$ cat config.mk
export PLATFORM = sky130hd
export DESIGN_NAME = bpx_ctrl
export DESIGN_NICKNAME = d
export VERILOG_FILES = /design/src/rtl/bpx_pkg.sv /design/src/rtl/bpx_ctrl.sv
export SDC_FILE = /design/constraint.sdc
export NUM_CORES = 1
export LEC_CHECK = 0
export ABC_AREA = 1
export BUFFER_PORTS_ARGS = -buffer_cell sky130_fd_sc_hd__buf_4
export CAP_MARGIN = 25
export CORE_MARGIN = 4
export CORE_UTILIZATION = 30
export DETAILED_ROUTE_END_ITERATION = 6
export PLACE_DENSITY = 0.58
export RECOVER_POWER = 25
export SLEW_MARGIN = 0
export SYNTH_ARGS = -nofsm -noshare
export SYNTH_HDL_FRONTEND = slang
export SYNTH_SLANG_ARGS = --single-unit
$ cat constraint.sdc
create_clock -name clock -period 1.2 [get_ports clock]
set_input_delay 0.3 -clock clock [delete_from_list [all_inputs] [get_ports clock]]
set_output_delay 0.3 -clock clock [all_outputs]
set_load 0.05 [all_outputs]
$ cat src/rtl/bpx_pkg.sv
// ----------------------------------------------------------------------------
// bpx_pkg
// shared types and constants for the byte pair expander
// ----------------------------------------------------------------------------
package bpx_pkg;

   localparam int STACK_DEPTH_DEF = 30;
   localparam int MAX_RUN_DEF     = 64;

   localparam logic [8:0] TABLE_END = 9'h100;
   localparam logic [7:0] SKIP_BIAS = 8'h7F;

   typedef enum logic [2:0] {
      ST_COUNT,
      ST_LEFT,
      ST_RIGHT,
      ST_SIZE_HI,
      ST_SIZE_LO,
      ST_CODES,
      ST_LOOKUP,
      ST_EVAL
   } state_type;

   typedef enum logic [3:0] {
      OP_NONE,
      OP_COUNT,
      OP_LEFT,
      OP_RIGHT,
      OP_SIZE_HI,
      OP_SIZE_LO,
      OP_START,
      OP_PUSH,
      OP_POP
   } dp_op_type;

   typedef struct packed {
      dp_op_type op;
      logic      emit;
      logic      last;
      logic      err;
      logic      new_block;
   } dp_cmd_type;

   typedef struct packed {
      logic skip_end;
      logic left_is_code;
      logic pair_end;
      logic pairs_more;
      logic size_zero;
      logic block_done;
      logic literal;
      logic stack_empty;
      logic overflow;
      logic run_cap;
      logic out_free;
   } dp_status_type;

endpackage

$ cat src/rtl/bpx_ctrl.sv
// ----------------------------------------------------------------------------
// bpx_ctrl
// stream phase and expansion sequencer
// ----------------------------------------------------------------------------
module bpx_ctrl
   import bpx_pkg::*;
(
   input  logic          clock,
   input  logic          reset,
   input  logic          req_valid,
   output logic          req_stall,
   input  dp_status_type status,
   output dp_cmd_type    cmd
);

   state_type state_ff, state_in;
   logic      accepting;
   logic      accept;

   assign accepting = state_ff inside {ST_COUNT, ST_LEFT, ST_RIGHT,
                                       ST_SIZE_HI, ST_SIZE_LO, ST_CODES};
   assign req_stall = !accepting;
   assign accept    = req_valid && accepting;

   // next state
   always_comb begin
      state_in = state_ff;
      case (state_ff)
         ST_COUNT: begin
            if (accept) begin
               state_in = status.skip_end ? ST_SIZE_HI : ST_LEFT;
            end
         end
         ST_LEFT, ST_RIGHT: begin
            if (accept) begin
               if (state_ff == ST_LEFT && !status.left_is_code) begin
                  state_in = ST_RIGHT;
               end else if (status.pair_end) begin
                  state_in = ST_SIZE_HI;
               end else if (status.pairs_more) begin
                  state_in = ST_LEFT;
               end else begin
                  state_in = ST_COUNT;
               end
            end
         end
         ST_SIZE_HI: begin
            if (accept) begin
               state_in = ST_SIZE_LO;
            end
         end
         ST_SIZE_LO: begin
            if (accept) begin
               state_in = status.size_zero ? ST_COUNT : ST_CODES;
            end
         end
         ST_CODES: begin
            if (accept) begin
               state_in = ST_LOOKUP;
            end
         end
         ST_LOOKUP: state_in = ST_EVAL;
         ST_EVAL: begin
            if (!status.literal && !status.overflow) begin
               state_in = ST_LOOKUP;
            end else if (status.out_free) begin
               if (status.literal && !status.stack_empty && !status.run_cap) begin
                  state_in = ST_LOOKUP;
               end else begin
                  state_in = status.block_done ? ST_COUNT : ST_CODES;
               end
            end
         end
         default: state_in = ST_COUNT;
      endcase
   end

   // commands
   always_comb begin
      cmd = '{op: OP_NONE, emit: 1'b0, last: 1'b0, err: 1'b0, new_block: 1'b0};
      case (state_ff)
         ST_COUNT:   if (accept) cmd.op = OP_COUNT;
         ST_LEFT:    if (accept) cmd.op = OP_LEFT;
         ST_RIGHT:   if (accept) cmd.op = OP_RIGHT;
         ST_SIZE_HI: if (accept) cmd.op = OP_SIZE_HI;
         ST_SIZE_LO: begin
            if (accept) begin
               cmd.op        = OP_SIZE_LO;
               cmd.new_block = status.size_zero;
            end
         end
         ST_CODES:   if (accept) cmd.op = OP_START;
         ST_EVAL: begin
            if (!status.literal && !status.overflow) begin
               cmd.op = OP_PUSH;
            end else if (status.out_free) begin
               cmd.emit = 1'b1;
               if (status.literal && !status.stack_empty && !status.run_cap) begin
                  cmd.op = OP_POP;
               end else begin
                  cmd.last      = 1'b1;
                  cmd.err       = !status.literal || !status.stack_empty;
                  cmd.new_block = status.block_done;
               end
            end
         end
         default: ;
      endcase
   end

   always_ff @(posedge clock) begin
      if (reset) begin
         state_ff <= ST_COUNT;
      end else begin
         state_ff <= state_in;
      end
   end

endmodule

After elaboration in Yosys (flattened, before gate mapping)
Index checks and enable logic that the tools add are counted.
{"block": "op_classes", "n_eq_ne": 13, "muxes": 30, "reduce_logical": 16}
{"cell": "$mux 3", "n": 15}
{"cell": "$pmux 4 s7", "n": 1}
{"cell": "$pmux 3 s7", "n": 1}
{"cell": "$eq 3x3->1 const B", "n": 4}
{"cell": "$mux 4", "n": 3}
{"cell": "$mux 2", "n": 5}
{"cell": "$ne 2x2->1 const B", "n": 5}
{"cell": "$mux 8", "n": 1}
{"cell": "$eq 3x2->1 const B", "n": 2}
{"cell": "$logic_not 1->1", "n": 6}
{"cell": "$reduce_and 6->1", "n": 1}
{"cell": "$reduce_bool 6->1", "n": 1}
{"cell": "$logic_and 1x1->1", "n": 5}
{"cell": "$eq 3x1->1 const B", "n": 1}
{"cell": "$logic_not 3->1", "n": 1}
{"cell": "$mux 1", "n": 3}
{"cell": "$ne 3x3->1 const B", "n": 1}
{"cell": "$pmux 1 s2", "n": 1}
{"cell": "$reduce_or 2->1", "n": 1}
{"cell": "$logic_or 1x1->1", "n": 1}
{"block": "word_totals", "reg_bits": 3, "input_bits": 14}

Depth between registers and ports, before layout
Gate-level depths: netlist of the first run.
{"block": "depth", "ltp_word": 7, "mapped_depth": 9}

Worst setup path after synthesis of the first run
OpenSTA, ideal clock, no wires.
{"block": "synth_timing", "kind": "reg2out", "from": "register state_ff[1]", "to": "output cmd[7] (netlist bit)", "path_stages_with_launch": 6, "setup_slack_ns": -0.861, "arrival_time_ns": 1.761, "required_ns": 0.900, "path_cell_list": "dfxtp_1 > buf_4 > nand2_2 > nor2_4 > inv_2 > nor3_1"}
{"item": "start: declaration", "line": "bpx_ctrl.sv:16", "rtl": "state_type state_ff, state_in;"}
{"item": "start signal: assignment", "line": "bpx_ctrl.sv:115", "rtl": "state_ff <= state_in;"}
{"item": "end: declaration", "line": "bpx_ctrl.sv:13", "rtl": "output dp_cmd_type cmd"}

==> flow_summary.yaml, run 1 <==
sta:
  relSlewSlack: 0.842
  hold_viol_final: 0
  hold-worst-slack_ns: 0.221
  rsz0062_at_grt: "yes"
  finalCriticalPeriod_ns: 1.63
  setup_viol: 12
  setup_ws_ns: -0.429
  timing.final.crit_share: 1.36
  finClkSkew_ns: 0.0124
  fmax_mhz: 614
  final_max_slew_viol_count: 0
  worst_pin_slew_ns: 0.236
detailed_routing:
  via_per_inst: 4.69
  wire_per_inst_um: 11.7
  dr.pass1.iters: 4
  drtAntennaViolNets: 0
  route.detailed.drc: 0
  drtIter0Drc: 11
  vias: 675
  wirelength_um: 1680
synth:
  synth-edff-count: 0
  syn_nets: 93
  ys_ff_latch: 3
  synth.avg_cell_area_um2: 5.50
  syn-cell-area_um2: 434
  yosysSeqAreaShare: 0.138
  synth_area_leaders: "nand2_1, dfxtp_1, inv_1"
  synth.most_common_cell: "nand2_1"
  synth_cell_types: 23
  synthArstFlopShare: 0
  synthTopCellsByCount: "nand2_1, inv_1, nor2_1, nand3_1, dfxtp_1"
  synth_area_leader_cell: "nand2_1"
  synth_ff_type: "dfxtp_1"
  syn_inst: 79
  yosysWarnings: 0
  synth_top_area_frac: 0.190
clocking:
  clk_latency_ns: 0.24
  cts_root_buf: "clkbuf_4"
  hold_buffers: 0
  htreeDepth: 1
  cts.sinks: 3
  clk_pin_slew_ns: 0.05
  cts_made_buffers: 3
  cts_tree: "yes"
  clk_path_buf_depth: 2
grt:
  grt_pass1_wl_um: 2480
  first_global_vias: 613
  grt_usage: 0.164
  grt_overflow: 0
  grt_antenna_before_repair: 0
  grt_max_degree: 7
power:
  p_leak_nw: 0.502
  vdd_drop_max_uv: 532
  p_per_area_nw_per_um2: 688
  finalPower_uw: 681
cells_and_area:
  largest_reg_flops: 3
  top_regs: "state_ff: 3 flops"
  diodes: 0
  final_util: 0.742
  largest_register: "state_ff"
  layout-drive-gt1-share: 0.628
  area.growth.synth_to_final_pct: 128
  fin_nets: 144
  finalNonFillerCells: 144
floorplan:
  boundaryPins: 23
  die_y_um: 46.0
  die_w_um: 46.0
  start_util: 0.326
  rows: 13
  coreArea_um2: 1330
  die_area_um2: 2120
place:
  dp_hpwl_um: 1220
  place.gp.congestion: 0.818
  dpl.cell_count: 135
  io_buffers: 22
  dp_worst_setup_slack_ns: -0.328
worst_setup_path:
  worst-path-max-fanout: 3
  worstSetupPathType: "flop to output pin"
  critPathLaunchType: "flop"
  cp.required_ns: 0.90
  cp.arrival_ns: 1.33
  end_kind: "output pin"
hold_path:
  hp-class: "input port to flop"
run:
  max_cap_viol_count: 0
status:
  status: "finished, violations left"
  violations: "negative setup slack"
-- power by group --
part | internal (mW) | leakage, nW | switching [mW]
Combinational | 0.174 | 0.460 | 0.195
Sequential | 0.112 | 0.0261 | 0.0124
Clock | 0.125 | 0.0150 | 0.0615
Total | 0.411 | 0.502 | 0.269
-- cell usage in the layout, fill, tap and decap left out, types with 2 or more instances in the layout --
| cell | n |
|---|---|
| nor3_2 | 2 |
| inv_1 | 10 |
| nand3_2 | 2 |
| nand2_4 | 4 |
| nor2_4 | 3 |
| nor2_2 | 3 |
| nand2_1 | 18 |
| dfxtp_2 | 2 |
| o21ai_0 | 2 |
| buf_6 | 7 |
| buf_8 | 4 |
| nor2_1 | 7 |
| clkbuf_4 | 3 |
| nand2_2 | 2 |
| nand3_1 | 6 |
| buf_4 | 36 |
| inv_4 | 3 |
-- repair_timing --
action,4_1_cts,5_1_grt
endpoints found under the setup margin,11,12
resized for setup,25,11
pin swaps,1,7
buffers inserted,4,3
-- final timing paths --
path	from	to	slack, ns	cells after the start
worst max-delay path	state_ff[2]	cmd[1]	-0.43	7
worst min-delay path	reset	state_ff[1]	0.22	2
worst max register to register	state_ff[2]	state_ff[1]	-0.22	10
worst min register to register	state_ff[0]	state_ff[0]	0.71	3
-- through the flow --
stage	cell area [um2]	TNS [ns]
2_1_floorplan	479	-2.80
3_3_place_gp	802	-2.52
3_5_place_dp	802	-2.62
4_1_cts	948	-3.62
5_1_grt	990	-4.57
6_report	990	-3.98
-- cell families after synthesis --
group	Yosys count	synth area share
simple gates	51	0.559
buf+inv	16	0.147
compound gates	9	0.156
flops	3	0.138
-- layer usage --
metal | up-vias | track usage | routed length, um
met5 | - | 0 | 0
met4 | 0 | 0.0341 | 0
met3 | 0 | 0.0632 | 157
met2 | 23 | 0.308 | 899
met1 | 302 | 0.169 | 622
li1 | 350 | - | -
-- cell type report --
class	instances	area, um2
Inverter	15	67.6
Multi-Input combinational cell	60	402
Tap cell	15	18.8
Timing Repair Buffer	47	409
Fill cell	109	344
Clock buffer	4	26.3
Sequential cell	3	66.3
-- critical path, cell delays in order, from the launching register on --
cell	delay, ns
dfxtp_4	0.36
nand2_4	0.06
nor2_4	0.11
inv_4	0.06
nor2_4	0.10
nand2_4	0.09
a21oi_4	0.13
buf_6	0.17
Note: power is estimated with default switching activity, not from simulation.
==> inputs of run 2 (changes only) <==
Settings changed: CORE_AREA set to 4 4 41 43, CORE_MARGIN 4 to not set, CORE_UTILIZATION 30 to not set, DIE_AREA set to 0 0 45 47, PLACE_DENSITY 0.58 to 0.6.
Clock period 1.2 ns to 1.79 ns, I/O delays scaled along.
==> flow_summary.yaml, run 2 (synthesis results as in run 1) <==
status:
  status: "completed"
sta:
  timing.final.crit_share: 0.999
  relSlewSlack: 0.852
  fmax_mhz: 559
  setup_viol: 0
  rsz0062_at_grt: "yes"
  worst_pin_slew_ns: 0.222
  finalCriticalPeriod_ns: 1.79
  final_max_slew_viol_count: 0
  hold_viol_final: 0
  hold-worst-slack_ns: 0.371
  finClkSkew_ns: 0.00119
floorplan:
  die_y_um: 47
  boundaryPins: 23
  start_util: 0.334
  die_w_um: 45
  die_area_um2: 2120
  coreArea_um2: 1300
  rows: 13
detailed_routing:
  route.detailed.drc: 0
  wire_per_inst_um: 10.5
  wirelength_um: 1370
  vias: 611
  dr.pass1.iters: 4
  via_per_inst: 4.70
  drtIter0Drc: 9
  drtAntennaViolNets: 0
worst_setup_path:
  crit_start: "state_ff[1]"
  r2r-start: "state_ff[1]"
  cp.arrival_ns: 1.34
  r2r_cells: 8
  end_kind: "output pin"
  critPathLaunchType: "flop"
  worstSetupPathType: "flop to output pin"
  cp.required_ns: 1.34
  r2r-end: "state_ff[0]"
  reg2reg_slack_ns: 0.56
  worst-path-max-fanout: 4
hold_path:
  hp-class: "input port to flop"
  hold_depth: 2
  min_to: "state_ff[1]"
  min_from: "reset"
clocking:
  cts_made_buffers: 3
  clk_latency_ns: 0.23
  cts_tree: "yes"
  cts_root_buf: "clkbuf_4"
  cts.sinks: 3
  hold_buffers: 0
  clk_path_buf_depth: 2
  htreeDepth: 1
  clk_pin_slew_ns: 0.04
cells_and_area:
  diodes: 0
  layout_commonest_cell: "buf_4"
  layout-drive-gt1-share: 0.522
  finalNonFillerCells: 130
  largest_reg_flops: 3
  top_regs: "state_ff: 3 flops"
  final.fill_count: 137
  largest_register: "state_ff"
  fin_nets: 130
  area.growth.synth_to_final_pct: 83.9
  final_cell_mix: "buf_4, nand2_1, inv_1"
place:
  dpl.cell_count: 120
  dp_hpwl_um: 1030
  io_buffers: 22
  place.gp.congestion: 0.855
grt:
  grt_overflow: 0
  first_global_vias: 596
  grt_usage: 0.143
  grt_pass1_wl_um: 2270
  grt_antenna_before_repair: 0
  grt_max_degree: 7
power:
  p_leak_nw: 0.431
  vdd_drop_max_uv: 263
  p_per_area_nw_per_um2: 496
run:
  max_cap_viol_count: 0
[run 2: cell count changes in the layout (fill, tap and decap cells not counted), sizes merged]
cell,delta
buf,-14
clkinvlp,-1
inv,+1
[run 2: worst max path at each step]
stage,endpoint,slack (ns),cells after the start
after floorplan,cmd[0],-0.12,7
final,cmd[1],0.002,7
after detailed placement,cmd[6],0.01,6
after CTS,cmd[6],0.0003,7
after global placement,cmd[6],0.03,6
after global routing,cmd[1],-0.06,7
[run 2: report_power, final]
group	switching, mW	internal (mW)	leakage [nW]
Combinational	0.113	0.0804	0.390
Clock	0.0348	0.0835	0.0150
Sequential	0.00911	0.0748	0.0264
[run 2: critical path, stage by stage, from the launching register on]
cell,delay [ns]
dfxtp_4,0.36
nand2_4,0.06
nor2_4,0.11
inv_4,0.06
nor2_4,0.13
nand2_4,0.08
a21oi_4,0.12
buf_6,0.17
[run 2: layout make-up]
cell class	count	area [um2]	area share
clock buffers	4	26.3	0.0329
inverters	15	61.3	0.0768
multi-input cells	60	364	0.456
flip-flops and latches	3	68.8	0.0862
well taps	15	18.8	0.0235
repair buffers	33	259	0.324
[run 2: per-stage QoR]
| stage | instance area, um2 | power (mW) | setup slack [ns] | setup TNS (ns) | util |
|---|---|---|---|---|---|
| after detailed placement | 688 | 0.264 | 0.0143 | 0 | 0.529 |
| after CTS | 757 | 0.393 | 0.000341 | 0 | 0.582 |
| final | 798 | 0.396 | 0.00191 | 0 | 0.613 |
| after floorplan | 478 | 0.205 | -0.116 | -0.348 | - |
| after global routing | 798 | 0.428 | -0.0604 | -0.177 | 0.613 |
| after global placement | 688 | 0.264 | 0.0271 | 0 | 0.529 |
[run 2: routing by layer]
layer | up-vias | track usage | part of all wire
met4 | 0 | 0.0292 | 0
met1 | 264 | 0.140 | 0.36
met2 | 27 | 0.288 | 0.55
met3 | 0 | 0.0460 | 0.092
li1 | 320 | - | -
met5 | - | 0 | 0
[run 2: timing repair]
action	in CTS	in global routing
gates resized for setup	4	8
buffers inserted	4	2
pin swaps	2	4
setup endpoints to repair	4	6
endpoints found under the hold margin	0	0
