`src/rtl/bpx_pkg.sv`:
```
// ----------------------------------------------------------------------------
// bpx_pkg
// shared types and constants for the byte pair expander
// ----------------------------------------------------------------------------
package bpx_pkg;

   localparam int STACK_DEPTH_DEF = 30;
   localparam int MAX_RUN_DEF     = 64;

   localparam logic [8:0] TABLE_END = 9'h100;
   localparam logic [7:0] SKIP_BIAS = 8'h7F;

   typedef enum logic [2:0] {
      ST_COUNT,
      ST_LEFT,
      ST_RIGHT,
      ST_SIZE_HI,
      ST_SIZE_LO,
      ST_CODES,
      ST_LOOKUP,
      ST_EVAL
   } state_type;

   typedef enum logic [3:0] {
      OP_NONE,
      OP_COUNT,
      OP_LEFT,
      OP_RIGHT,
      OP_SIZE_HI,
      OP_SIZE_LO,
      OP_START,
      OP_PUSH,
      OP_POP
   } dp_op_type;

   typedef struct packed {
      dp_op_type op;
      logic      emit;
      logic      last;
      logic      err;
      logic      new_block;
   } dp_cmd_type;

   typedef struct packed {
      logic skip_end;
      logic left_is_code;
      logic pair_end;
      logic pairs_more;
      logic size_zero;
      logic block_done;
      logic literal;
      logic stack_empty;
      logic overflow;
      logic run_cap;
      logic out_free;
   } dp_status_type;

endpackage

```
`src/rtl/bpx_datapath.sv`:
```
// ----------------------------------------------------------------------------
// bpx_datapath
// pair tables, expansion stack, block counters and result register
// ----------------------------------------------------------------------------
module bpx_datapath
   import bpx_pkg::*;
#(
   parameter int STACK_DEPTH = STACK_DEPTH_DEF,
   parameter int MAX_RUN     = MAX_RUN_DEF
) (
   input  logic          clock,
   input  logic          reset,
   input  logic [7:0]    in_byte,
   input  dp_cmd_type    cmd,
   output dp_status_type status,
   input  logic          rsp_stall,
   output logic          rsp_valid,
   output logic [7:0]    rsp_out_byte,
   output logic          rsp_run_last,
   output logic          rsp_error_flag
);

   localparam int TOP_W = $clog2(STACK_DEPTH + 1);
   localparam int IDX_W = $clog2(STACK_DEPTH);
   localparam int RUN_W = $clog2(MAX_RUN + 1);

   logic [7:0] left_mem  [256];
   logic [7:0] right_mem [256];
   logic [7:0] stack_mem [STACK_DEPTH];

   logic [255:0] left_valid_ff;
   logic [7:0]   left_rd_ff;
   logic [7:0]   right_rd_ff;
   logic         valid_rd_ff;
   logic [7:0]   stack_rd_ff;
   logic [IDX_W-1:0] stack_rd_addr;

   logic [8:0]       table_code_ff,    table_code_in;
   logic [6:0]       pairs_left_ff,    pairs_left_in;
   logic [7:0]       size_hi_ff,       size_hi_in;
   logic [15:0]      expected_size_ff, expected_size_in;
   logic [15:0]      codes_done_ff,    codes_done_in;
   logic [7:0]       cur_code_ff,      cur_code_in;
   logic [TOP_W-1:0] stack_top_ff,     stack_top_in;
   logic [RUN_W-1:0] run_cnt_ff,       run_cnt_in;
   logic             rsp_valid_ff,     rsp_valid_in;
   logic [7:0]       rsp_byte_ff;
   logic             rsp_last_ff;
   logic             rsp_err_ff;
   logic [9:0]       skip_sum;

   assign skip_sum = 10'(table_code_ff) + 10'(in_byte - SKIP_BIAS);
   assign stack_rd_addr = (stack_top_ff == '0) ? '0 : IDX_W'(stack_top_ff - 1'b1);

   // status
   always_comb begin
      status.skip_end     = in_byte[7] ? (skip_sum >= 10'(TABLE_END))
                                       : (table_code_ff >= TABLE_END);
      status.left_is_code = (in_byte == table_code_ff[7:0]);
      status.pair_end     = (table_code_ff[7:0] == 8'hFF);
      status.pairs_more   = (pairs_left_ff != '0);
      status.size_zero    = ({size_hi_ff, in_byte} == 16'h0000);
      status.block_done   = (codes_done_ff == expected_size_ff);
      status.literal      = valid_rd_ff ? (left_rd_ff == cur_code_ff) : 1'b1;
      status.stack_empty  = (stack_top_ff == '0);
      status.overflow     = (({1'b0, stack_top_ff} + (TOP_W+1)'(2)) >
                             (TOP_W+1)'(STACK_DEPTH));
      status.run_cap      = (run_cnt_ff == RUN_W'(MAX_RUN - 1));
      status.out_free     = !rsp_valid_ff || !rsp_stall;
   end

   // memories
   always_ff @(posedge clock) begin
      if (cmd.op == OP_LEFT) begin
         left_mem[table_code_ff[7:0]] <= in_byte;
      end
      if (cmd.op == OP_RIGHT) begin
         right_mem[table_code_ff[7:0]] <= in_byte;
      end
      if (cmd.op == OP_PUSH) begin
         stack_mem[stack_top_ff[IDX_W-1:0]] <= right_rd_ff;
      end
      left_rd_ff  <= left_mem[cur_code_ff];
      right_rd_ff <= right_mem[cur_code_ff];
      valid_rd_ff <= left_valid_ff[cur_code_ff];
      stack_rd_ff <= stack_mem[stack_rd_addr];
   end

   always_ff @(posedge clock) begin
      if (reset || cmd.new_block) begin
         left_valid_ff <= '0;
      end else if (cmd.op == OP_LEFT) begin
         left_valid_ff[table_code_ff[7:0]] <= 1'b1;
      end
   end

   // next values
   always_comb begin
      table_code_in    = table_code_ff;
      pairs_left_in    = pairs_left_ff;
      size_hi_in       = size_hi_ff;
      expected_size_in = expected_size_ff;
      codes_done_in    = codes_done_ff;
      cur_code_in      = cur_code_ff;
      stack_top_in     = stack_top_ff;
      run_cnt_in       = run_cnt_ff;
      case (cmd.op)
         OP_COUNT: begin
            if (in_byte[7]) begin
               table_code_in = (skip_sum >= 10'(TABLE_END)) ? TABLE_END : skip_sum[8:0];
               pairs_left_in = '0;
            end else begin
               pairs_left_in = in_byte[6:0];
            end
         end
         OP_LEFT, OP_RIGHT: begin
            if (cmd.op == OP_RIGHT || status.left_is_code) begin
               table_code_in = 9'(table_code_ff + 9'd1);
               if (!status.pair_end && status.pairs_more) begin
                  pairs_left_in = 7'(pairs_left_ff - 7'd1);
               end
            end
         end
         OP_SIZE_HI: size_hi_in = in_byte;
         OP_SIZE_LO: begin
            expected_size_in = {size_hi_ff, in_byte};
            codes_done_in    = '0;
         end
         OP_START: begin
            cur_code_in   = in_byte;
            stack_top_in  = '0;
            run_cnt_in    = '0;
            codes_done_in = 16'(codes_done_ff + 16'd1);
         end
         OP_PUSH: begin
            stack_top_in = TOP_W'(stack_top_ff + 1'b1);
            cur_code_in  = left_rd_ff;
         end
         OP_POP: begin
            stack_top_in = TOP_W'(stack_top_ff - 1'b1);
            cur_code_in  = stack_rd_ff;
         end
         default: ;
      endcase
      if (cmd.emit) begin
         run_cnt_in = RUN_W'(run_cnt_ff + 1'b1);
      end
      if (cmd.new_block) begin
         table_code_in = '0;
         pairs_left_in = '0;
         codes_done_in = '0;
      end
      if (cmd.emit) begin
         rsp_valid_in = 1'b1;
      end else if (!rsp_stall) begin
         rsp_valid_in = 1'b0;
      end else begin
         rsp_valid_in = rsp_valid_ff;
      end
   end

   always_ff @(posedge clock) begin
      if (reset) begin
         table_code_ff    <= '0;
         pairs_left_ff    <= '0;
         size_hi_ff       <= '0;
         expected_size_ff <= '0;
         codes_done_ff    <= '0;
         stack_top_ff     <= '0;
         run_cnt_ff       <= '0;
         rsp_valid_ff     <= 1'b0;
      end else begin
         table_code_ff    <= table_code_in;
         pairs_left_ff    <= pairs_left_in;
         size_hi_ff       <= size_hi_in;
         expected_size_ff <= expected_size_in;
         codes_done_ff    <= codes_done_in;
         stack_top_ff     <= stack_top_in;
         run_cnt_ff       <= run_cnt_in;
         rsp_valid_ff     <= rsp_valid_in;
      end
   end

   always_ff @(posedge clock) begin
      cur_code_ff <= cur_code_in;
      if (cmd.emit) begin
         rsp_byte_ff <= cur_code_ff;
         rsp_last_ff <= cmd.last;
         rsp_err_ff  <= cmd.err;
      end
   end

   assign rsp_valid      = rsp_valid_ff;
   assign rsp_out_byte   = rsp_byte_ff;
   assign rsp_run_last   = rsp_last_ff;
   assign rsp_error_flag = rsp_err_ff;

endmodule

```
`config.mk`:
```
export PLATFORM = sky130hd
export DESIGN_NAME = bpx_datapath
export DESIGN_NICKNAME = d
export VERILOG_FILES = /design/src/rtl/bpx_pkg.sv /design/src/rtl/bpx_datapath.sv
export SDC_FILE = /design/constraint.sdc
export NUM_CORES = 2
export LEC_CHECK = 0
export ABC_AREA = 0
export BUFFER_PORTS_ARGS = -buffer_cell sky130_fd_sc_hd__buf_4
export CAP_MARGIN = 10
export CORE_UTILIZATION = 60
export DETAILED_ROUTE_END_ITERATION = 8
export PLACE_DENSITY = 0.76
export SYNTH_ARGS = -nofsm -noshare
export SYNTH_HDL_FRONTEND = slang
export SYNTH_MEMORY_MAX_BITS = 65536
export SYNTH_SLANG_ARGS = --single-unit
```
`constraint.sdc`:
```
create_clock -name clock -period 5.95 [get_ports clock]
set_input_delay 1.19 -clock clock [delete_from_list [all_inputs] [get_ports clock]]
set_output_delay 1.19 -clock clock [all_outputs]
set_load 0.005 [all_outputs]
```
# After elaboration in Yosys (flattened, before gate mapping)

Memory sizes are Yosys's and may differ from the RTL's. A register that Yosys moved wholly into a read port is not among the register bits.
Index checks and enable logic that the tools add are counted.

Add/subtract/negate cells: 9
Multipliers: 0
Div/mod/pow operators: 0
$lt $le $gt $ge: 6
Equal/unequal tests: 17
Shifts and indexed selects: 0
Multiplexer cells: 28
Bitwise operators: 1
Reductions and logical operators: 19

Operators by type and width:

| kind                  | number |
|---|---|
| $or 256x256->256      | 1 |
| $mux 7                | 5 |
| $pmux 16 s2           | 1 |
| $mux 9                | 3 |
| $pmux 8 s3            | 1 |
| $lt 8x9->1 const B    | 2 |
| $pmux 9 s2            | 1 |
| $add 16x1->16 const B | 1 |
| $eq 16x16->1          | 1 |
| $eq 4x3->1 const B    | 4 |
| $eq 8x8->1            | 2 |
| $logic_not 16->1      | 1 |
| $pmux 5 s3            | 1 |
| $pmux 7 s2            | 1 |
| $mux 1                | 12 |
| $add 9x10->10         | 1 |
| $ge 10x9->1 const B   | 1 |
| $add 9x1->9 const B   | 1 |
| $ge 9x9->1 const B    | 1 |
| $sub 8x7->9 const B   | 1 |
| $bmux 1 s8            | 1 |
| $demux 1 s8           | 1 |
| $eq 4x2->1 const B    | 2 |
| $eq 8x8->1 const B    | 1 |
| other kinds (21)      | 33 |

Register bits: 344
Latch bits: 0
RAM bits: 4336
Bits in read-only memories: 0
Input bits: 19
Output and inout bits: 22
Memories: 3

Memories:

| name      | words | width | rd ports | clocked after memory_dff | wr ports | line               | source |
|---|---|---|---|---|---|---|---|
| left_mem  | 256   | 8     | 1        | 1                        | 1        | bpx_datapath.sv:27 | `logic [7:0] left_mem [256];` |
| right_mem | 256   | 8     | 1        | 1                        | 1        | bpx_datapath.sv:28 | `logic [7:0] right_mem [256];` |
| stack_mem | 30    | 8     | 1        | 1                        | 1        | bpx_datapath.sv:29 | `logic [7:0] stack_mem [STACK_DEPTH];` |

# Longest topological paths before layout

Depth after elaboration: 6
Depth in mapped cells: 14

# Least setup slack after synthesis

No wires, ideal clock.

Kind: input port to output port
Start point: in in_byte[4]
End point: out status[10] in the netlist's numbering
Data arrival time: 3.224 ns
Setup slack: 1.536 ns
Stages on the path: 12
Buffers on the path: 1
Path through: buf_2 -> and3_1 -> and3_1 -> and3_1 -> xnor2_1 -> ha_1 -> nand2_1 -> a2111oi_0 -> nor2_1 -> xnor2_1 -> o21ai_1 -> o21ai_0

RTL lines:

| what        | line               | source |
|---|---|---|
| from (decl) | bpx_datapath.sv:13 | `input logic [7:0] in_byte,` |
| to (decl)   | bpx_datapath.sv:15 | `output dp_status_type status,` |

==> impl_metrics.toml <==
[sta]
fmax_mhz = 184
period_needed_ns = 5.42
fin_tns_setup_ns = 0
skew_ns = 0.0796
timing_hold_violations_final = 0
slew_headroom = 0.144
fin_crit_sh = 0.912
finalSetupViolCount = 0
rsz0062_at_grt = "false"
drv_slew = 0
whs_ns = 0.394
tightest_slew_ns = 1.27

[clock_network]
cts_tree = "done"
clk_latency_ns = 1.00
cts_buffers = 443
post_cts_resized = 0
cts_sinks = 4704
post_cts_buffers = 0
holdBufCountCts = 0
htreeDepth = 5
ctsLongestPathBuffers = 4
root_buffer = "clkbuf_16"
clk_pin_slew_ns = 0.06

[die]
die_y_um = 552
initial_core_util = 0.605
fp.dieW_um = 552
dieArea_um2 = 305000
io_pins = 41
core_um2 = 301000
rows = 201

[layout]
fin_util = 0.673
mostFrequentLayoutCell = "edfxtp_1"
fin_nets = 9961
area_growth_pct = 11.3
mostFrequentLayoutCells = "edfxtp_1 (4354), nor2_1 (1084), mux4_2 (854)"
drive_gt1_frac = 0.186
postLayoutCellArea_um2 = 202000

[power_and_ir_drop]
p_sw_mw = 14.7
p_int_mw = 53.6
ir_drop_mv = 0.321
p_leak_nw = 64.4
power.total_mw = 68.2
p_per_area_nw_per_um2 = 337
seq_power_share = 0.532
combPwrFrac = 0.045
swShare = 0.215
clkPwrFrac = 0.423

[flow_run]
max_cap_viol_count = 0

[yosys]
synth_top_area_frac = 0.720
yosysSeqAreaShare = 0.758
synth_edf_count = 4354
yosys_warnings = 0
synthCells = 9737
synth_seq_cells = 4704
synth_area_um2 = 182000
yosys.area.top_type = "edfxtp_1"
synthArstFlopShare = 0
avgSynthCellArea_um2 = 18.7
synthTopCellsByArea = "edfxtp_1 (72%), mux4_2 (11%), dfxtp_1 (3.9%)"
yosys_most_used_dff = "edfxtp_1"
yosysUniqueCellTypes = 70
syn_nets = 9785

[critical_path]
cpLargestDelayFamily = "compound AO/OA/AOI/OAI gates"
start_kind = "primary input"
critPathKind = "primary input to output pin"
cp_slowest_cell = "o21ai_1"
path_cells = "buf_8, and3_1, and3_1, and3_1, xnor2_1, ha_1, nand2_1, a2111oi_0, buf_4, nor2_1, xnor2_1, o21ai_1, o21ai_0, buf_4"
cp_common_cell = "and3_1"
cpPeakStageDelay_ns = 0.43
cp.buffers_inverters = 3
cp_max_fo = 43
cp.required_ns = 4.76
end_kind = "output pin"
arrival_ns = 4.23

[detailed_routing]
vias_per_cell = 6.83
drt-pass1-iter-count = 9
drt_iter0_drc = 13900
wl_per_cell_um = 32.4
routed_wl_um = 462000
drc = 0
vias = 97500
postRouteAntennaNets = 0

[placed_design]
place_congestion = 0.910
place_area_um2 = 187000
place_hpwl_um = 273000
port_buffers = 40

[grt]
antenna_found_initial = 15
grt_max_degree = 199
grt_pass1_wl_um = 668000
grt_pass1_vias = 96400
overflow = 0
grt.total_usage = 0.301

[outcome]
status = "completed"

[hold_path]
min-delay-path-class = "primary input to flip-flop"
==> through the flow <==
stage	setup WS [ns]	instances
2_1_floorplan	1.54	9737
3_3_place_gp	0.554	13400
3_5_place_dp	0.598	13400
4_1_cts	0.566	14300
5_1_grt	0.339	14300
6_report	0.525	14300
==> synthesized netlist by cell type (28+ instances only) <==
| cell | n |
|---|---|
| a211oi_1 | 33 |
| a21oi_1 | 201 |
| a221oi_1 | 54 |
| a22o_1 | 113 |
| a22oi_1 | 127 |
| buf_1 | 58 |
| buf_2 | 108 |
| buf_4 | 94 |
| clkbuf_1 | 348 |
| dfxtp_1 | 350 |
| edfxtp_1 | 4354 |
| ha_1 | 28 |
| mux2i_1 | 614 |
| mux4_2 | 854 |
| nand2_1 | 267 |
| nand3_1 | 77 |
| nand4_1 | 84 |
| nor2_1 | 1089 |
| nor2b_1 | 33 |
| nor3_1 | 118 |
| nor4_1 | 76 |
| o21a_1 | 29 |
| o21ai_0 | 59 |
| o22ai_1 | 293 |
| xnor2_1 | 48 |
==> routing by layer <==
layer  vias to the layer above  wire (um)  GRT usage
met2                      6560     219000      0.472
met3                      1099      50800     0.0554
met1                     50200     169000      0.421
li1                      39600          -          -
met5                         -        300          0
met4                         6      22200      0.130
==> power groups by stage <==
stage               Sequential, mW  Combinational (mW)  Clock, mW
floorplan                     37.0                1.60          0
global placement              37.0                2.94          0
detailed placement            37.0                3.01          0
CTS                           36.3                3.03       29.0
global route                  36.3                3.18       30.2
finish                        36.3                3.07       28.9
==> state kept, by name, indices dropped and copies added, names as in the netlist, 9 cells and up <==
register	flops
left_mem	2048
right_mem	2048
left_valid_ff	256
stack_mem	240
codes_done_ff	16
expected_size_ff	16
table_code_ff	9
==> worst paths after layout <==
kind,endpoint,from,slack (ns),cells after the start
setup reg to reg,left_rd_ff[3],cur_code_ff[2],1.57,7
hold reg to reg,left_valid_ff[175],left_valid_ff[175],0.46,1
setup / recovery,status[10],in_byte[2],0.53,14
hold / removal,rsp_error_flag,cmd[1],0.39,1
==> cell families after synthesis <==
logic type	after synthesis	synth area share
AND/OR/NAND/NOR	1832	0.0433
AO/OA/AOI/OAI	1004	0.0372
adder cells (fa/ha/maj)	29	0.00204
XOR/XNOR	55	0.00265
flip-flops	4704	0.758
multiplexers	1477	0.141
buffers and inverters	636	0.0160
==> cell type report <==
type / count / area [um^2]
Tap cell: 3958 / 4950
Clock buffer: 565 / 11800
Multi-Input combinational cell: 4397 / 41300
Clock inverter: 269 / 3180
Inverter: 24 / 90.1
Sequential cell: 4704 / 138000
Timing Repair Buffer: 343 / 3140
Antenna cell: 10 / 25.0
Fill cell: 18300 / 98300
No activity file was read; power rests on OpenSTA's default activity.
